File: src/rtl/cre_pkg.sv
package cre_pkg;

    localparam logic [7:0] END_LINE_CODE = 8'd255;
    localparam logic [7:0] FILL_CODE     = 8'd254;
    localparam logic [7:0] SKIP_CODE     = 8'd253;
    localparam logic [7:0] COPY_CODE     = 8'd252;
    localparam logic [7:0] ESCAPE_CODE   = 8'd251;

    localparam int MAX_COORD_DEFAULT = 1023;
    localparam int QUEUE_DEPTH       = 2;

    localparam logic [1:0] REG_CLIP_LEFT   = 2'd0;
    localparam logic [1:0] REG_CLIP_RIGHT  = 2'd1;
    localparam logic [1:0] REG_CLIP_TOP    = 2'd2;
    localparam logic [1:0] REG_CLIP_BOTTOM = 2'd3;

    localparam logic [1:0] OP_SPAN = 2'd0;
    localparam logic [1:0] OP_SKIP = 2'd1;
    localparam logic [1:0] OP_EOL  = 2'd2;

    typedef struct packed {
        logic [1:0] code;
        logic [8:0] count;
        logic [7:0] pixel;
    } op_t;

    typedef struct packed {
        logic        valid;
        logic [1:0]  index;
        logic [10:0] data;
    } cfg_wr_t;

endpackage

File: src/rtl/cre_front.sv
module cre_front
    import cre_pkg::*;
(
    input  logic       clk,
    input  logic       rst_n,
    input  logic       accept,
    input  logic [7:0] stream_byte,
    output logic       push,
    output op_t        push_op
);

    localparam logic [2:0] PH_CODE   = 3'd0;
    localparam logic [2:0] PH_COUNT  = 3'd1;
    localparam logic [2:0] PH_COLOUR = 3'd2;
    localparam logic [2:0] PH_SKIP   = 3'd3;
    localparam logic [2:0] PH_COPY   = 3'd4;
    localparam logic [2:0] PH_ESCAPE = 3'd5;

    logic [2:0] phase_reg, phase_next;
    logic       fill_reg, fill_next;
    logic [8:0] run_left_reg, run_left_next;
    logic [8:0] byte_plus_one;
    logic [8:0] run_dec;

    assign byte_plus_one = {1'b0, stream_byte} + 9'd1;
    assign run_dec       = (run_left_reg != 9'd0) ? run_left_reg - 9'd1 : 9'd0;

    always_comb
    begin
        phase_next    = phase_reg;
        fill_next     = fill_reg;
        run_left_next = run_left_reg;
        push          = 1'b0;
        push_op.code  = OP_SPAN;
        push_op.count = 9'd1;
        push_op.pixel = stream_byte;
        if (accept)
        begin
            unique case (phase_reg)
                PH_CODE:
                begin
                    priority if (stream_byte == END_LINE_CODE)
                    begin
                        push         = 1'b1;
                        push_op.code = OP_EOL;
                    end
                    else if (stream_byte == FILL_CODE)
                    begin
                        fill_next  = 1'b1;
                        phase_next = PH_COUNT;
                    end
                    else if (stream_byte == SKIP_CODE)
                    begin
                        phase_next = PH_SKIP;
                    end
                    else if (stream_byte == COPY_CODE)
                    begin
                        fill_next  = 1'b0;
                        phase_next = PH_COUNT;
                    end
                    else if (stream_byte == ESCAPE_CODE)
                    begin
                        phase_next = PH_ESCAPE;
                    end
                    else
                    begin
                        push = 1'b1;
                    end
                end
                PH_COUNT:
                begin
                    run_left_next = byte_plus_one;
                    phase_next    = fill_reg ? PH_COLOUR : PH_COPY;
                end
                PH_COLOUR:
                begin
                    push          = 1'b1;
                    push_op.count = run_left_reg;
                    run_left_next = 9'd0;
                    phase_next    = PH_CODE;
                end
                PH_SKIP:
                begin
                    push          = 1'b1;
                    push_op.code  = OP_SKIP;
                    push_op.count = byte_plus_one;
                    phase_next    = PH_CODE;
                end
                PH_COPY:
                begin
                    push          = 1'b1;
                    run_left_next = run_dec;
                    if (run_dec == 9'd0)
                    begin
                        phase_next = PH_CODE;
                    end
                end
                PH_ESCAPE:
                begin
                    push       = 1'b1;
                    phase_next = PH_CODE;
                end
                default:
                begin
                    phase_next = PH_CODE;
                end
            endcase
        end
    end

    always_ff @(posedge clk or negedge rst_n)
    begin
        if (!rst_n)
        begin
            phase_reg    <= PH_CODE;
            fill_reg     <= 1'b0;
            run_left_reg <= 9'd0;
        end
        else
        begin
            phase_reg    <= phase_next;
            fill_reg     <= fill_next;
            run_left_reg <= run_left_next;
        end
    end

endmodule

File: src/rtl/cre_queue.sv
module cre_queue
    import cre_pkg::*;
(
    input  logic clk,
    input  logic rst_n,
    input  logic push,
    input  op_t  push_op,
    output logic full,
    input  logic pop,
    output logic nonempty,
    output op_t  pop_op
);

    localparam int PW = (QUEUE_DEPTH > 1) ? $clog2(QUEUE_DEPTH) : 1;
    localparam int CNW = $clog2(QUEUE_DEPTH + 1);

    op_t            entry_reg [QUEUE_DEPTH];
    logic [PW-1:0]  wr_ptr_reg, wr_ptr_next;
    logic [PW-1:0]  rd_ptr_reg, rd_ptr_next;
    logic [CNW-1:0] count_reg, count_next;
    logic           do_push, do_pop;

    assign full     = (count_reg == CNW'(QUEUE_DEPTH));
    assign nonempty = (count_reg != '0);
    assign pop_op   = entry_reg[rd_ptr_reg];
    assign do_push  = push && !full;
    assign do_pop   = pop && nonempty;

    always_comb
    begin
        wr_ptr_next = wr_ptr_reg;
        rd_ptr_next = rd_ptr_reg;
        count_next  = count_reg;
        if (do_push)
        begin
            wr_ptr_next = (wr_ptr_reg == PW'(QUEUE_DEPTH - 1)) ? '0 : wr_ptr_reg + PW'(1);
        end
        if (do_pop)
        begin
            rd_ptr_next = (rd_ptr_reg == PW'(QUEUE_DEPTH - 1)) ? '0 : rd_ptr_reg + PW'(1);
        end
        if (do_push && !do_pop)
        begin
            count_next = count_reg + CNW'(1);
        end
        else if (do_pop && !do_push)
        begin
            count_next = count_reg - CNW'(1);
        end
    end

    always_ff @(posedge clk)
    begin
        if (do_push)
        begin
            entry_reg[wr_ptr_reg] <= push_op;
        end
    end

    always_ff @(posedge clk or negedge rst_n)
    begin
        if (!rst_n)
        begin
            wr_ptr_reg <= '0;
            rd_ptr_reg <= '0;
            count_reg  <= '0;
        end
        else
        begin
            wr_ptr_reg <= wr_ptr_next;
            rd_ptr_reg <= rd_ptr_next;
            count_reg  <= count_next;
        end
    end

endmodule

File: src/rtl/cre_back.sv
module cre_back
    import cre_pkg::*;
#(
    parameter int MAX_COORD = MAX_COORD_DEFAULT
)
(
    input  logic       clk,
    input  logic       rst_n,
    input  cfg_wr_t    cfg_wr,
    input  logic       q_nonempty,
    input  op_t        q_op,
    output logic       q_pop,
    output logic       out_valid,
    input  logic       out_stall,
    output logic       kind,
    output logic [9:0] col,
    output logic [9:0] row,
    output logic [8:0] length,
    output logic [7:0] pixel
);

    localparam int CW  = $clog2(MAX_COORD + 2);
    localparam int RW  = $clog2(MAX_COORD + 1);
    localparam int SW  = ((CW > 11) ? CW : 11) + 1;
    localparam int RSW = (RW > 11) ? RW : 11;

    logic [9:0]    clip_left_reg;
    logic [10:0]   clip_right_reg;
    logic [9:0]    clip_top_reg;
    logic [10:0]   clip_bottom_reg;

    logic [CW-1:0] column_reg, column_next;
    logic [RW-1:0] line_row_reg, line_row_next;

    logic          out_valid_reg, out_valid_next;
    logic          kind_reg;
    logic [9:0]    col_reg;
    logic [9:0]    row_reg;
    logic [8:0]    length_reg;
    logic [7:0]    pixel_reg;

    logic [SW-1:0]  col_ext, sum, col_limit, col_sat, lo, hi_a, hi_b, span_len;
    logic [RSW-1:0] row_ext;
    logic           row_ok, visible, load_out;

    assign q_pop     = q_nonempty && (!out_valid_reg || !out_stall);
    assign col_ext   = SW'(column_reg);
    assign sum       = col_ext + SW'(q_op.count);
    assign col_limit = SW'(MAX_COORD) + SW'(1);
    assign col_sat   = (sum > col_limit) ? col_limit : sum;
    assign lo        = (col_ext < SW'(clip_left_reg)) ? SW'(clip_left_reg) : col_ext;
    assign hi_a      = (sum > SW'(clip_right_reg)) ? SW'(clip_right_reg) : sum;
    assign hi_b      = (hi_a > col_limit) ? col_limit : hi_a;
    assign span_len  = hi_b - lo;
    assign row_ext   = RSW'(line_row_reg);
    assign row_ok    = (row_ext >= RSW'(clip_top_reg)) && (row_ext < RSW'(clip_bottom_reg));
    assign visible   = row_ok && (hi_b > lo);

    always_comb
    begin
        column_next    = column_reg;
        line_row_next  = line_row_reg;
        load_out       = 1'b0;
        out_valid_next = out_valid_reg && out_stall;
        if (q_pop)
        begin
            unique case (q_op.code)
                OP_EOL:
                begin
                    load_out    = 1'b1;
                    column_next = '0;
                    if (line_row_reg < RW'(MAX_COORD))
                    begin
                        line_row_next = line_row_reg + RW'(1);
                    end
                end
                OP_SPAN:
                begin
                    load_out    = visible;
                    column_next = CW'(col_sat);
                end
                OP_SKIP:
                begin
                    column_next = CW'(col_sat);
                end
                default:
                begin
                    column_next = column_reg;
                end
            endcase
            if (load_out)
            begin
                out_valid_next = 1'b1;
            end
        end
    end

    always_ff @(posedge clk or negedge rst_n)
    begin
        if (!rst_n)
        begin
            clip_left_reg   <= 10'd0;
            clip_right_reg  <= 11'd1024;
            clip_top_reg    <= 10'd0;
            clip_bottom_reg <= 11'd1024;
            column_reg      <= '0;
            line_row_reg    <= '0;
            out_valid_reg   <= 1'b0;
        end
        else
        begin
            if (cfg_wr.valid)
            begin
                unique case (cfg_wr.index)
                    REG_CLIP_LEFT:   clip_left_reg   <= cfg_wr.data[9:0];
                    REG_CLIP_RIGHT:  clip_right_reg  <= cfg_wr.data;
                    REG_CLIP_TOP:    clip_top_reg    <= cfg_wr.data[9:0];
                    REG_CLIP_BOTTOM: clip_bottom_reg <= cfg_wr.data;
                    default:         clip_left_reg   <= clip_left_reg;
                endcase
            end
            column_reg    <= column_next;
            line_row_reg  <= line_row_next;
            out_valid_reg <= out_valid_next;
        end
    end

    always_ff @(posedge clk)
    begin
        if (load_out)
        begin
            if (q_op.code == OP_EOL)
            begin
                kind_reg   <= 1'b1;
                col_reg    <= 10'd0;
                length_reg <= 9'd0;
                pixel_reg  <= 8'd0;
            end
            else
            begin
                kind_reg   <= 1'b0;
                col_reg    <= lo[9:0];
                length_reg <= span_len[8:0];
                pixel_reg  <= q_op.pixel;
            end
            row_reg <= row_ext[9:0];
        end
    end

    assign out_valid = out_valid_reg;
    assign kind      = kind_reg;
    assign col       = col_reg;
    assign row       = row_reg;
    assign length    = length_reg;
    assign pixel     = pixel_reg;

endmodule

File: src/rtl/clipped_rle_sprite_decoder.sv
// Each result passes through the op queue and then the output register, which holds it.
// Throughput: one stream byte per cycle while in_stall is low; the decode front and the
// clip/span back end run on their own, joined by a two-entry op queue.
// Reset (rst_n low, asynchronous): decoder expects a code byte, column and row are zero,
// the clip window opens to the full 1024 x 1024 area and the queue and output are empty.
module clipped_rle_sprite_decoder
    import cre_pkg::*;
#(
    parameter int MAX_COORD = MAX_COORD_DEFAULT
)
(
    input  logic        clk,
    input  logic        rst_n,
    input  logic        in_valid,
    output logic        in_stall,
    input  logic [7:0]  stream_byte,
    output logic        out_valid,
    input  logic        out_stall,
    output logic        kind,
    output logic [9:0]  col,
    output logic [9:0]  row,
    output logic [8:0]  length,
    output logic [7:0]  pixel,
    input  logic        cfg_valid,
    output logic        cfg_ready,
    input  logic [1:0]  cfg_index,
    input  logic [10:0] cfg_data
);

    logic    accept;
    logic    push;
    op_t     push_op;
    logic    q_full;
    logic    q_pop;
    logic    q_nonempty;
    op_t     q_op;
    cfg_wr_t cfg_wr;

    assign in_stall     = q_full;
    assign accept       = in_valid && !q_full;
    assign cfg_ready    = 1'b1;
    assign cfg_wr.valid = cfg_valid;
    assign cfg_wr.index = cfg_index;
    assign cfg_wr.data  = cfg_data;

    cre_front u_front
    (
        .clk         (clk),
        .rst_n       (rst_n),
        .accept      (accept),
        .stream_byte (stream_byte),
        .push        (push),
        .push_op     (push_op)
    );

    cre_queue u_queue
    (
        .clk      (clk),
        .rst_n    (rst_n),
        .push     (push),
        .push_op  (push_op),
        .full     (q_full),
        .pop      (q_pop),
        .nonempty (q_nonempty),
        .pop_op   (q_op)
    );

    cre_back #(
        .MAX_COORD (MAX_COORD)
    ) u_back
    (
        .clk        (clk),
        .rst_n      (rst_n),
        .cfg_wr     (cfg_wr),
        .q_nonempty (q_nonempty),
        .q_op       (q_op),
        .q_pop      (q_pop),
        .out_valid  (out_valid),
        .out_stall  (out_stall),
        .kind       (kind),
        .col        (col),
        .row        (row),
        .length     (length),
        .pixel      (pixel)
    );

endmodule
File: config.mk
export PLATFORM = sky130hd
export DESIGN_NAME = clipped_rle_sprite_decoder
export DESIGN_NICKNAME = d
export VERILOG_FILES = /design/src/rtl/cre_pkg.sv /design/src/rtl/cre_front.sv /design/src/rtl/cre_queue.sv /design/src/rtl/cre_back.sv /design/src/rtl/clipped_rle_sprite_decoder.sv
export SDC_FILE = /design/constraint.sdc
export NUM_CORES = 1
export LEC_CHECK = 0
export ABC_AREA = 0
export BUFFER_PORTS_ARGS = -buffer_cell sky130_fd_sc_hd__buf_4
export CAP_MARGIN = 5
export CORE_MARGIN = 2
export CORE_UTILIZATION = 60
export DETAILED_ROUTE_END_ITERATION = 10
export HOLD_SLACK_MARGIN = 0.06
export PLACE_DENSITY_LB_ADDON = 0.05
export SLEW_MARGIN = 40
export SYNTH_ARGS = -nofsm -noshare
export SYNTH_HDL_FRONTEND = slang
export SYNTH_SLANG_ARGS = --single-unit
File: constraint.sdc
create_clock -name clk -period 7.8 [get_ports clk]
set_clock_uncertainty 0.05 [all_clocks]
set_input_delay 0.78 -clock clk [delete_from_list [all_inputs] [get_ports clk]]
set_output_delay 0.78 -clock clk [all_outputs]
set_load 0.02 [all_outputs]
=== Yosys cells after proc, flatten, opt, wreduce, memory -nomap -nowiden ===
Memory sizes are Yosys's and may differ from the RTL's.
Index checks and enable logic that the tools add are counted.

* Bits in registers: 119
* Latch bits: 0
* Memory bits (writable): 38
* Bits in read-only memories: 0
* Input port bits: 26
* Output and inout bits: 41
* Logic and storage cells: 134
* Memories kept: 1

{| class="wikitable"
|+ Memory list
! name !! words !! width !! read ports !! clocked after memory_dff !! wr ports !! line !! text
|-
| u_queue.entry_reg || 2 || 19 || 1 || 0 || 1 || cre_queue.sv:17 || <nowiki>op_t entry_reg [QUEUE_DEPTH];</nowiki>
|}

* Add/subtract/negate cells: 9
* Multipliers: 0
* Div/mod/pow operators: 0
* Order comparisons: 8
* Equal/unequal tests: 20
* Shifts and indexed selects: 0
* Mux-type cells: 41
* Bitwise logic cells: 1
* Reductions and logical operators: 36

{| class="wikitable"
|+ Operator list
! operator !! number
|-
| 8-bit equality test, second input constant || 5
|-
| 11-bit two-way mux || 3
|-
| 9-bit case mux with 3 select lines || 1
|-
| 12-bit by 11-bit > comparator with 1-bit output || 2
|-
| 12-bit by 11-bit > comparator with 1-bit output, second input constant || 2
|-
| 12-bit two-way mux || 2
|-
| 11-bit case mux with 2 select lines || 1
|-
| 3-bit two-way mux || 7
|-
| 1-bit two-way mux || 18
|-
| 9-bit case mux with 2 select lines || 1
|-
| 11-bit by 9-bit adder with 12-bit output || 1
|-
| 2-bit AND reduction || 6
|-
| 10-bit by 11-bit < comparator with 1-bit output || 1
|-
| 11-bit by 10-bit < comparator with 1-bit output || 1
|-
| 10-bit by 1-bit adder with 10-bit output, second input constant || 1
|-
| 10-bit >= comparator || 1
|-
| 10-bit < comparator, second input constant || 1
|-
| 8-bit by 1-bit adder with 9-bit output, second input constant || 1
|-
| 1-bit logical AND || 9
|-
| 9-bit zero test || 1
|-
| 9-bit two-way mux || 1
|-
| 3-bit case mux with 3 select lines || 1
|-
| 9-bit nonzero test || 1
|-
| 9-bit by 1-bit subtractor with 9-bit output, second input constant || 1
|-
| 27 further kinds || 46
|}

=== Depth between registers and ports, before layout ===
Gate-level depths: netlist of run 1.

* Depth after elaboration: 13
* Depth in mapped cells: 30
* Mapped depth without buffers: 28

=== Hierarchy ===
From an unflattened synthesis of run 1, not the netlist that was laid out.

* Cell total of the unflattened synthesis: 781
* Area, all modules: 8,816.0 sq um

{| class="wikitable"
|+ By module, submodules not included
! module !! times used !! cells each !! area each (sq um) !! sequential area each (sq um)
|-
| cre_back || 1 || 536 || 5,825.6 || 2,745.1
|-
| cre_queue || 1 || 78 || 1,666.6 || 1,241.2
|-
| cre_front || 1 || 164 || 1,298.7 || 325.3
|-
| clipped_rle_sprite_decoder || 1 || 3 || 25.0 || 0.0
|}

=== Worst setup path before layout of run 1 ===
OpenSTA, ideal clock, no wires.

* Path kind: register to register
* Start: reg u_queue.rd_ptr_reg
* End: reg u_back.col_reg[0] (netlist: u_back.col[0]), enable pin
* Data arrival time: 5,807 ps
* Slack: 1,425 ps
* Cell stages (with the launch flop): 28
* Buffers on the path: 3
* Clock period less this slack: 6,375 ps
* Path through: dfrtp_1 buf_1 buf_2 mux2i_1 fa_1 nor2b_1 o21bai_1 a2111oi_2 o21ai_2 xnor2_4 inv_2 ha_1 nor2_1 a31oi_1 a21oi_2 and2_1 buf_6 a22oi_1 ha_1 inv_1 fa_1 a21o_1 a21oi_1 nor2_1 o31ai_1 a21oi_1 o211ai_1 nand2_1

* Longest elaborated chain between the ends: 11
* Elaborated cells on any way between the ends: 13

{| class="wikitable"
|+ Ends and longest elaborated chain
! element !! line !! text
|-
| start, declared || cre_queue.sv:19 || <nowiki>logic [PW-1:0] rd_ptr_reg, rd_ptr_next;</nowiki>
|-
| start signal, assigned || cre_queue.sv:71 || <nowiki>rd_ptr_reg <= rd_ptr_next;</nowiki>
|-
| memory read 2 x 19 bit (*) || - ||
|-
| 11-bit by 9-bit adder with 12-bit output || cre_back.sv:48 || <nowiki>assign sum = col_ext + SW'(q_op.count);</nowiki>
|-
| 12-bit by 11-bit > comparator with 1-bit output || cre_back.sv:52 || <nowiki>assign hi_a = (sum > SW'(clip_right_reg)) ? SW'(clip_right_reg) : sum;</nowiki>
|-
| 12-bit two-way mux || cre_back.sv:52 ||
|-
| 12-bit by 11-bit > comparator with 1-bit output || cre_back.sv:53 || <nowiki>assign hi_b = (hi_a > col_limit) ? col_limit : hi_a;</nowiki>
|-
| 12-bit two-way mux || cre_back.sv:53 ||
|-
| 12-bit by 11-bit > comparator with 1-bit output || cre_back.sv:57 || <nowiki>assign visible = row_ok && (hi_b > lo);</nowiki>
|-
| 1-bit logical AND || cre_back.sv:57 ||
|-
| 1-bit case mux with 2 select lines (*) || cre_back.sv:67 || <nowiki>unique case (q_op.code)</nowiki>
|-
| 1-bit two-way mux (*) (2 in series) || cre_back.sv:65 || <nowiki>if (q_pop)</nowiki>
|-
| via u_back.load_out || cre_back.sv:44 || <nowiki>logic row_ok, visible, load_out;</nowiki>
|-
| end signal, assigned || cre_back.sv:142 || <nowiki>col_reg <= lo[9:0];</nowiki>
|-
| end, declared || cre_back.sv:37 || <nowiki>logic [9:0] col_reg;</nowiki>
|}

The timed path passes the listed nets; every way through them passes the cells marked *. The select of a mux whose other input is x is not followed.
A chain may end at the register's enable or synchronous reset.

=== Final worst setup path of run 1 ===
* Start: reg u_queue.rd_ptr_reg
* End: reg u_back.pixel_reg[2] (netlist: u_back.pixel[2]), enable pin

* Longest elaborated chain between the ends: 11
* Elaborated cells on any way between the ends: 13

{| class="wikitable"
|+ Ends and longest elaborated chain
! element !! line !! text
|-
| memory read 2 x 19 bit (*) || - ||
|-
| 11-bit by 9-bit adder with 12-bit output || cre_back.sv:48 ||
|-
| 12-bit by 11-bit > comparator with 1-bit output || cre_back.sv:52 ||
|-
| 12-bit two-way mux || cre_back.sv:52 ||
|-
| 12-bit by 11-bit > comparator with 1-bit output || cre_back.sv:53 ||
|-
| 12-bit two-way mux || cre_back.sv:53 ||
|-
| 12-bit by 11-bit > comparator with 1-bit output || cre_back.sv:57 ||
|-
| 1-bit logical AND || cre_back.sv:57 ||
|-
| 1-bit case mux with 2 select lines (*) || cre_back.sv:67 ||
|-
| 1-bit two-way mux (*) (2 in series) || cre_back.sv:65 ||
|-
| via u_back.load_out || cre_back.sv:44 ||
|-
| end signal, assigned || cre_back.sv:144 || <nowiki>pixel_reg <= q_op.pixel;</nowiki>
|-
| end, declared || cre_back.sv:40 || <nowiki>logic [7:0] pixel_reg;</nowiki>
|}

Marks and branches as above.

==> results of run 1 <==
==> cell usage after synthesis, types with 3 or more instances <==
cell type / count / area [um2]
dfrtp_1: 79 / 1980
edfxtp_1: 76 / 2280
nor2_1: 76 / 285
ha_1: 66 / 826
inv_1: 60 / 225
mux2_2: 44 / 495
o21ai_0: 40 / 200
nand2_1: 38 / 143
xnor2_1: 24 / 210
a21oi_1: 23 / 115
mux2i_1: 20 / 200
a22o_1: 14 / 123
nand3_1: 14 / 70.1
nor3_1: 13 / 65.1
clkbuf_1: 12 / 45.0
xor2_1: 12 / 105
a211oi_1: 11 / 82.6
a21o_1: 10 / 75.1
nand2b_1: 10 / 62.6
nor2b_1: 9 / 56.3
nand4_1: 8 / 50.1
a32o_1: 6 / 60.1
a31oi_1: 5 / 31.3
and2_1: 5 / 31.3
nor4_1: 5 / 31.3
o211ai_1: 5 / 37.5
o21a_1: 5 / 37.5
o31ai_1: 5 / 37.5
nand3b_1: 4 / 30.0
buf_1: 3 / 11.3
buf_2: 3 / 15.0
nor3b_1: 3 / 22.5
o22ai_1: 3 / 18.8
o32a_1: 3 / 30.0
or2_2: 3 / 18.8
==> worst max-delay path, delay by kind of cell (launching register included) <==
kind                       cells  cell delay [ps]
AOI/OAI and AO/OA             11             2250
xor gates and xnor gates       1              280
adders and majority gates      5             1470
buffers and inverters          3              200
DFF                            1              830
muxes                          1              300
and+or+nand+nor                5              990
==> final timing paths <==
check / to / slack, ps / cells past startpoint
hold reg to reg: u_queue.count_reg[1]$_DFFE_PN0P_ / 440 / 1
hold / removal: u_back.line_row_reg[5]$_DFFE_PN0P_ / 340 / 1
max in group asynchronous: u_front.phase_reg[0]$_DFFE_PN0P_ / 6870 / 1
setup reg to reg: u_back.pixel[2]$_SDFFCE_PP0P_ / 1010 / 26
min in group clk: u_queue.count_reg[1]$_DFFE_PN0P_ / 440 / 1
setup / recovery: u_back.pixel[2]$_SDFFCE_PP0P_ / 1010 / 26
==> layout make-up <==
| type | instances | share of cell area [%] |
|---|---|---|
| multi-input combinational | 516 | 39.5 |
| clock inverter | 12 | 2.10 |
| tap | 180 | 2.29 |
| inverter | 61 | 2.33 |
| timing repair buffer | 70 | 5.41 |
| clock buffer | 20 | 4.54 |
| sequential | 157 | 43.9 |
==> per-layer routing <==
layer  vias to the layer above  track usage (%)  routed length, um  part of all wire, %
li1                       2863                -                  -                    -
met3                        45             5.17                868                  4.5
met5                         -                0                  0                    0
met4                         0             11.1                575                  3.0
met2                       180             42.7               9110                   47
met1                      2958             38.5               8860                   46
==> where the power goes <==
| part | leakage (nW) | internal [mW] | total (mW) | switching (mW) |
|---|---|---|---|---|
| clock network | 0.312 | 0.580 | 0.915 | 0.335 |
| registers | 1.70 | 1.22 | 1.43 | 0.206 |
| logic | 2.32 | 1.20 | 2.81 | 1.61 |
| total | 4.33 | 3.00 | 5.15 | 2.15 |
==> cells by family after synthesis <==
kind of cell / count (synthesis) / synth area share, %
AOI/OAI and AO/OA: 148 / 11.9
xor gates and xnor gates: 37 / 4.04
adders and majority gates: 68 / 10.2
buffers and inverters: 81 / 3.76
DFF: 157 / 50.8
muxes: 64 / 8.19
other: 1 / 0.0441
and+or+nand+nor: 198 / 11.1
==> per-stage QoR <==
step	hold slack, ps	util [%]
2_1_floorplan	405	-
3_3_place_gp	420	66.0
6_report	335	70.8
4_1_cts	382	70.8
5_1_grt	388	70.8
3_5_place_dp	432	66.1
==> flow_metrics.env, run 1 <==
export IMPL_drc_errors=0
export IMPL_die_w_um=123
export IMPL_crit_start="u_queue.rd_ptr_reg$_DFFE_PN0P_"
export IMPL_antenna_found_initial=0
export IMPL_crit_slowest_cell="dfrtp_1"
export IMPL_fin_nets=917
export IMPL_rsz0062_at_grt="false"
export IMPL_cp_required_ps=7800
export IMPL_grt_pass1_vias=6109
export IMPL_cts_tree="yes"
export IMPL_path_max_fanout=38
export IMPL_synth_cell_type_count=62
export IMPL_start_util_pct=61.2
export IMPL_postCtsSetupRepairBufs=0
export IMPL_hp_class="in -> async"
export IMPL_fmax_mhz=147
export IMPL_ff_latch_area_um2=4310
export IMPL_synthArstFlopShare_pct=51.6
export IMPL_drive_gt1_share_pct=19.5
export IMPL_peakVddDrop_mv=0.281
export IMPL_largest_reg_flops=38
export IMPL_antenna_left=0
export IMPL_place_hpwl_mm=14.3
export IMPL_cap_violations=0
export IMPL_io_buffers=65
export IMPL_cts_resized=0
export IMPL_antenna_cells=0
export IMPL_dp_cells=984
export IMPL_timing_setup_critical_path_class="reg -> reg"
export IMPL_clk_path_buf_depth=2
export IMPL_gp_congestion=0.903
export IMPL_syn2layout_area_growth_pct=15.8
export IMPL_slowest_delay_ps=830
export IMPL_critPathMostFrequentCell="ha_1"
export IMPL_pwr_density_cell_nw_per_um2=524
export IMPL_cp_data_arrival_time_ps=6790
export IMPL_mostFrequentLayoutCell="dfrtp_1"
export IMPL_fp_dieH_um=123
export IMPL_insertion_delay_ps=420
export IMPL_grt_overflow=0
export IMPL_rr_startpoint="u_queue.rd_ptr_reg$_DFFE_PN0P_"
export IMPL_syn_area_per_cell_um2=11.3
export IMPL_setup_viol=0
export IMPL_routed_wirelength_mm=19.4
export IMPL_synth_edf_count=76
export IMPL_dpl_worst_slack_ps=1140
export IMPL_htree_levels=4
export IMPL_slew_violations=0
export IMPL_first_pass_iters=5
export IMPL_viasPerCell=5.95
export IMPL_ioPinCount=67
export IMPL_fp_row_count=43
export IMPL_cp_end_kind="flip-flop"
export IMPL_worstMarginPinSlew_ps=767
export IMPL_netlist_instances=754
export IMPL_groute_usage_overall_pct=27.6
export IMPL_multi_input_area_um2=3880
export IMPL_finalHoldViolations=0
export IMPL_fillers=1024
export IMPL_stdcell_count=1016
export IMPL_first_iter_violations=514
export IMPL_cts_hold_buffers=0
export IMPL_place_area_um2=9170
export IMPL_final_cell_mix="78 x dfrtp_1, 76 x nor2_1, 76 x edfxtp_1"
export IMPL_syn_cell_area_um2=8490
export IMPL_core_area_um2=13900
export IMPL_max_slew_margin_rel_pct=48.8
export IMPL_dr_total_vias=6046
export IMPL_power_mw=5.15
export IMPL_grt_pass1_wl_mm=31.5
export IMPL_yosysWarnings=0
export IMPL_wl_per_cell_um=19.1
export IMPL_ys_seq_area_share_pct=50.8
export IMPL_fin_ws_ps=1010
export IMPL_clkTransAtPathRegs_ps=60
export IMPL_grt_max_degree=82
export IMPL_setup_tns_ps=0
export IMPL_cp_start_kind="flip-flop"
export IMPL_status="completed"
export IMPL_leakage_nw=4.33
export IMPL_fin_crit_ps=6790
export IMPL_fin_crit_sh_pct=87.1
export IMPL_synth_ff_type="dfrtp_1"
export IMPL_clock_sinks=157
export IMPL_ys_seq_elements=157
export IMPL_cts_root_buf="clkbuf_16"
export IMPL_syn_nets=848
export IMPL_die_area_um2=15100
export IMPL_design_area_um2=9830
export IMPL_cts_buffers=17
Power figures use the tool's default switching activity.
==> inputs of run 2 (changes only) <==
--- a/config.mk
+++ b/config.mk
@@ -9,7 +9,7 @@
 export BUFFER_PORTS_ARGS = -buffer_cell sky130_fd_sc_hd__buf_4
 export CAP_MARGIN = 5
 export CORE_MARGIN = 2
-export CORE_UTILIZATION = 60
+export CORE_UTILIZATION = 55
 export DETAILED_ROUTE_END_ITERATION = 10
 export HOLD_SLACK_MARGIN = 0.06
 export PLACE_DENSITY_LB_ADDON = 0.05
==> constraint.sdc (replaced) <==
create_clock -name clk -period 6.2 [get_ports clk]
set_clock_uncertainty 0.05 [all_clocks]
set_input_delay 0.62 -clock clk [delete_from_list [all_inputs] [get_ports clk]]
set_output_delay 0.62 -clock clk [all_outputs]
set_load 0.02 [all_outputs]
==> run 2 against run 1 <==
Final cell count up 2.3%; largest cell class unchanged; cell area up 0.74%; count of clock-buffer cells in the layout down 1; sequential share of layout area down 0.30 points; utilization down 5.4 points; non-clock buffer count up 15; worst setup slack worse by 690 ps; critical endpoint is now u_back.pixel[3]$_SDFFCE_PP0P_.
==> flow_metrics.env, run 2 (synthesized netlist as in run 1, its figures left out) <==
export IMPL_status="completed"
export IMPL_grt_pass1_wl_mm=30.4
export IMPL_clkTransAtPathRegs_ps=60
export IMPL_largest_reg_flops=38
export IMPL_routed_wirelength_mm=19.1
export IMPL_htree_levels=4
export IMPL_clk_path_buf_depth=2
export IMPL_crit_slowest_cell="dfrtp_4"
export IMPL_grt_max_degree=64
export IMPL_start_util_pct=56.1
export IMPL_place_hpwl_mm=13.9
export IMPL_path_max_fanout=38
export IMPL_cp_start_kind="flip-flop"
export IMPL_grt_overflow=0
export IMPL_worstMarginPinSlew_ps=795
export IMPL_syn2layout_area_growth_pct=16.6
export IMPL_cts_buffers=17
export IMPL_final_cell_mix="82 x buf_4, 78 x dfrtp_1, 76 x nor2_1, 76 x edfxtp_1, 66 x ha_1"
export IMPL_core_area_um2=15100
export IMPL_dp_cells=997
export IMPL_ioPinCount=67
export IMPL_cp_required_ps=6310
export IMPL_first_iter_violations=421
export IMPL_cts_tree="yes"
export IMPL_gp_congestion=0.942
export IMPL_setup_viol=0
export IMPL_finalHoldViolations=0
export IMPL_final_core_util_pct=65.4
export IMPL_fin_nets=932
export IMPL_stdcell_count=1039
export IMPL_slew_violations=0
export IMPL_fin_crit_sh_pct=94.8
export IMPL_io_buffers=65
export IMPL_cap_violations=0
export IMPL_timing_setup_critical_path_class="reg -> reg"
export IMPL_antenna_found_initial=0
export IMPL_max_slew_margin_rel_pct=47.0
export IMPL_fin_crit_ps=5880
export IMPL_antenna_cells=0
export IMPL_cp_data_arrival_time_ps=5990
export IMPL_die_area_um2=16500
export IMPL_insertion_delay_ps=430
export IMPL_drive_gt1_share_pct=21.6
export IMPL_first_pass_iters=6
export IMPL_fp_row_count=45
export IMPL_fmax_mhz=170
export IMPL_cp_end_kind="flip-flop"
export IMPL_hp_class="in -> reg"
export IMPL_slowest_delay_ps=510
export IMPL_cts_root_buf="clkbuf_16"
export IMPL_antenna_left=0
export IMPL_grt_pass1_vias=5804
export IMPL_fp_dieH_um=128
export IMPL_groute_usage_overall_pct=24.1
export IMPL_viasPerCell=5.82
export IMPL_clock_sinks=157
export IMPL_die_w_um=128
export IMPL_dr_total_vias=6044
export IMPL_mostFrequentLayoutCell="buf_4"
export IMPL_wl_per_cell_um=18.4
export IMPL_drc_errors=0
run 2: worst max-delay path: cells and delay by family, from the launching register on:
family,cells,cell delay (ps)
AND/OR/NAND/NOR,6,590
buffers and inverters,2,250
AO/OA/AOI/OAI,12,2180
XOR/XNOR,1,290
adder cells (fa/ha/maj),4,1340
flip-flops,1,510
multiplexers,1,360
run 2: per-stage QoR:
step / instance area (um2) / hold slack [ps] / worst slack, ps / TNS, ps
after floorplan: 8500 / 274 / 186 / 0
after global placement: 9220 / 423 / 395 / 0
after detailed placement: 9230 / 427 / 124 / 0
after CTS: 9800 / 357 / 74.4 / 0
after global routing: 9910 / 354 / -46.8 / -1280
final: 9910 / 368 / 320 / 0
run 2: layout make-up:
cell class / instances / area, um2
Clock buffer: 19 / 443
Timing Repair Buffer: 85 / 657
Clock inverter: 13 / 118
Tap cell: 188 / 235
Fill cell: 1175 / 5240
Multi-Input combinational cell: 516 / 3910
Sequential cell: 157 / 4320
Inverter: 61 / 229
run 2: metal layers:
metal	routed length (um)	up-vias	track usage, %
met1	9090	2922	34.6
met4	378	0	7.95
met3	729	38	5.09
li1	-	2904	-
met2	8870	180	36.8
met5	0	-	0
run 2: path summary, 6_finish.rpt:
| check | from | end | slack [ps] | depth (start not counted) |
|---|---|---|---|---|
| max | u_queue.rd_ptr_reg$_DFFE_PN0P_ | u_back.pixel[3]$_SDFFCE_PP0P_ | 320 | 26 |
| min | stream_byte[6] | u_queue.entry_reg[1][6]$_DFFE_PP_ | 370 | 1 |
| max reg2reg | u_queue.rd_ptr_reg$_DFFE_PN0P_ | u_back.pixel[3]$_SDFFCE_PP0P_ | 320 | 26 |
| min reg2reg | u_queue.wr_ptr_reg$_DFFE_PN0P_ | u_queue.wr_ptr_reg$_DFFE_PN0P_ | 440 | 1 |
| max in group asynchronous | rst_n | u_queue.count_reg[0]$_DFFE_PN0P_ | 4670 | 3 |
| min in group asynchronous | rst_n | u_back.clip_right_reg[6]$_DFFE_PN0P_ | 580 | 2 |
run 2: repair_timing:
item | 4_1_cts | 5_1_grt
gates resized for setup | 0 | 8
setup endpoints to repair | 0 | 42
buffers inserted | 0 | 9
endpoints found under the hold margin | 18 | 0
hold buffers | 1 | 0
Power of run 2 is left out: the tool's default activity adds up to more than one toggle a clock period on the data nets, which glitch-free logic cannot reach.
==> inputs of run 3 (changes only) <==
--- a/config.mk
+++ b/config.mk
@@ -8,8 +8,10 @@
 export ABC_AREA = 0
 export BUFFER_PORTS_ARGS = -buffer_cell sky130_fd_sc_hd__buf_4
 export CAP_MARGIN = 5
+export CELL_PAD_IN_SITES_DETAIL_PLACEMENT = 0
+export CELL_PAD_IN_SITES_GLOBAL_PLACEMENT = 1
 export CORE_MARGIN = 2
-export CORE_UTILIZATION = 55
+export CORE_UTILIZATION = 44
 export DETAILED_ROUTE_END_ITERATION = 10
 export HOLD_SLACK_MARGIN = 0.06
 export PLACE_DENSITY_LB_ADDON = 0.05
==> run 3 against run 2 <==
Hold slack worse by 190 ps; first-iteration DRC count down 22%; critical path type unchanged; critical path depth shrank 1; largest cell class unchanged; die area rose by 24%; sequential cell count did not move.
==> flow_metrics.env, run 3 (synthesized netlist as in run 1, its figures left out) <==
export IMPL_cp_data_arrival_time_ps=5910
export IMPL_peakVddDrop_mv=0.278
export IMPL_antenna_found_initial=0
export IMPL_fp_dieH_um=143
export IMPL_path_max_fanout=28
export IMPL_io_buffers=65
export IMPL_viasPerCell=5.37
export IMPL_pwr_density_cell_nw_per_um2=651
export IMPL_grt_pass1_wl_mm=32.6
export IMPL_timing_setup_critical_path_class="reg -> reg"
export IMPL_drive_gt1_share_pct=22.2
export IMPL_fin_crit_sh_pct=93.9
export IMPL_fin_crit_ps=5820
export IMPL_mostFrequentLayoutCell="buf_4"
export IMPL_core_area_um2=18800
export IMPL_grt_max_degree=82
export IMPL_busiest_layer="met2"
export IMPL_crit_start="u_queue.rd_ptr_reg$_DFFE_PN0P_"
export IMPL_fmax_mhz=172
export IMPL_syn2layout_area_growth_pct=18.2
export IMPL_ioPinCount=67
export IMPL_clock_sinks=157
export IMPL_rr_startpoint="u_queue.rd_ptr_reg$_DFFE_PN0P_"
export IMPL_clk_path_buf_depth=2
export IMPL_die_w_um=143
export IMPL_final_core_util_pct=53.3
export IMPL_routed_wirelength_mm=20.4
export IMPL_fp_row_count=50
export IMPL_cts_buffers=17
export IMPL_fin_nets=934
export IMPL_hp_class="in -> async"
export IMPL_cp_end_kind="flip-flop"
export IMPL_leakage_nw=4.39
export IMPL_groute_usage_overall_pct=21.0
export IMPL_final_cell_mix="86 x buf_4, 77 x dfrtp_1, 76 x nor2_1, 76 x edfxtp_1, 64 x ha_1"
export IMPL_worstMarginPinSlew_ps=727
export IMPL_cap_violations=0
export IMPL_finalHoldViolations=0
export IMPL_grt_pass1_vias=5978
export IMPL_grt_use_met3_pct=3.39
export IMPL_htree_levels=4
export IMPL_fillers=1677
export IMPL_die_area_um2=20400
export IMPL_place_area_um2=9350
export IMPL_place_hpwl_mm=15.4
export IMPL_cts_root_buf="clkbuf_16"
export IMPL_hold_ws_ps=177
export IMPL_first_pass_iters=4
export IMPL_status="completed"
export IMPL_first_iter_violations=329
export IMPL_max_slew_margin_rel_pct=51.4
export IMPL_slowest_delay_ps=430
export IMPL_dr_total_vias=5981
export IMPL_slew_violations=0
export IMPL_cp_start_kind="flip-flop"
export IMPL_largest_reg_flops=38
export IMPL_clkTransAtPathRegs_ps=70
export IMPL_grtUsageMet1_pct=29.7
export IMPL_gp_congestion=0.913
export IMPL_cts_tree="yes"
export IMPL_drc_errors=0
export IMPL_cp_required_ps=6300
export IMPL_grt_overflow=0
export IMPL_wl_per_cell_um=18.3
export IMPL_insertion_delay_ps=430
export IMPL_antenna_cells=0
export IMPL_design_area_um2=10000
export IMPL_crit_slowest_cell="dfrtp_2"
export IMPL_start_util_pct=45.1
export IMPL_setup_viol=0
export IMPL_gr_usage_met2_pct=33.4
export IMPL_antenna_left=0
-- run 3: cell types whose count changed in the layout (fill, tap and decap cells not counted), moves of 2 or more --
cell,change
buf_4,+4
ha_1,-2
clkinvlp_4,-4
ha_2,+2
clkinv_4,+3
dfrtp_2,+2
clkinv_2,-2
clkbuf_16,+2
-- run 3: layer usage --
layer  vias to the layer above  routed length, um  share of wire, %
met1                      2949               9730                48
li1                       2902                  -                 -
met4                         0                328               1.6
met2                       105               9620                47
met5                         -                  0                 0
met3                        25                694               3.4
-- run 3: path summary, 6_finish.rpt --
kind / endpoint / slack, ps / cells after the start
worst max-delay path: u_back.length[4]$_SDFFCE_PP0P_ / 380 / 25
worst min-delay path: u_back.line_row_reg[1]$_DFFE_PN0P_ / 180 / 1
worst min register to register: u_queue.wr_ptr_reg$_DFFE_PN0P_ / 430 / 1
min in group clk: u_queue.entry_reg[0][6]$_DFFE_PP_ / 360 / 1
max in group asynchronous: u_queue.rd_ptr_reg$_DFFE_PN0P_ / 5410 / 1
worst max register to register: u_back.length[4]$_SDFFCE_PP0P_ / 380 / 25
-- run 3: what timing repair did --
action                                  CTS  global route
gates resized for setup                   0            12
setup buffers                             0             6
endpoints found under the hold margin     0             0
hold buffers                              0             0
endpoints found under the setup margin    0            39
-- run 3: power breakdown --
group | total (mW) | internal [mW] | switching, mW
clock network | 1.05 | 0.616 | 0.436
registers | 1.77 | 1.53 | 0.240
logic | 3.71 | 1.66 | 2.05
-- run 3: stage by stage --
stage,setup WS (ps),total power [mW],std cells,setup TNS (ps)
CTS,173,6.45,1107,0
global route,-11.5,7.07,1113,-201
finish,381,6.54,1113,0
floorplan,186,4.33,754,0
detailed placement,205,5.36,1075,0
global placement,426,5.32,1075,0
-- run 3: area by class of cell --
type                            instances  area, um2  area share (%)
Clock buffer                           22        497            4.95
Clock inverter                         10        104            1.03
Inverter                               61        229            2.28
Multi-Input combinational cell        516       3920            39.0
Sequential cell                       157       4310            42.9
Tap cell                              260        325            3.24
Timing Repair Buffer                   87        659            6.56
-- run 3: worst max-delay path: cells and delay by family, from the launching register on --
kind            cells  cell delay, ps
flops               1             430
mux                 1             350
compound gates     11            2040
simple gates        6             790
xor+xnor            1             300
buf+inv             2             310
fa+ha+maj           4            1270
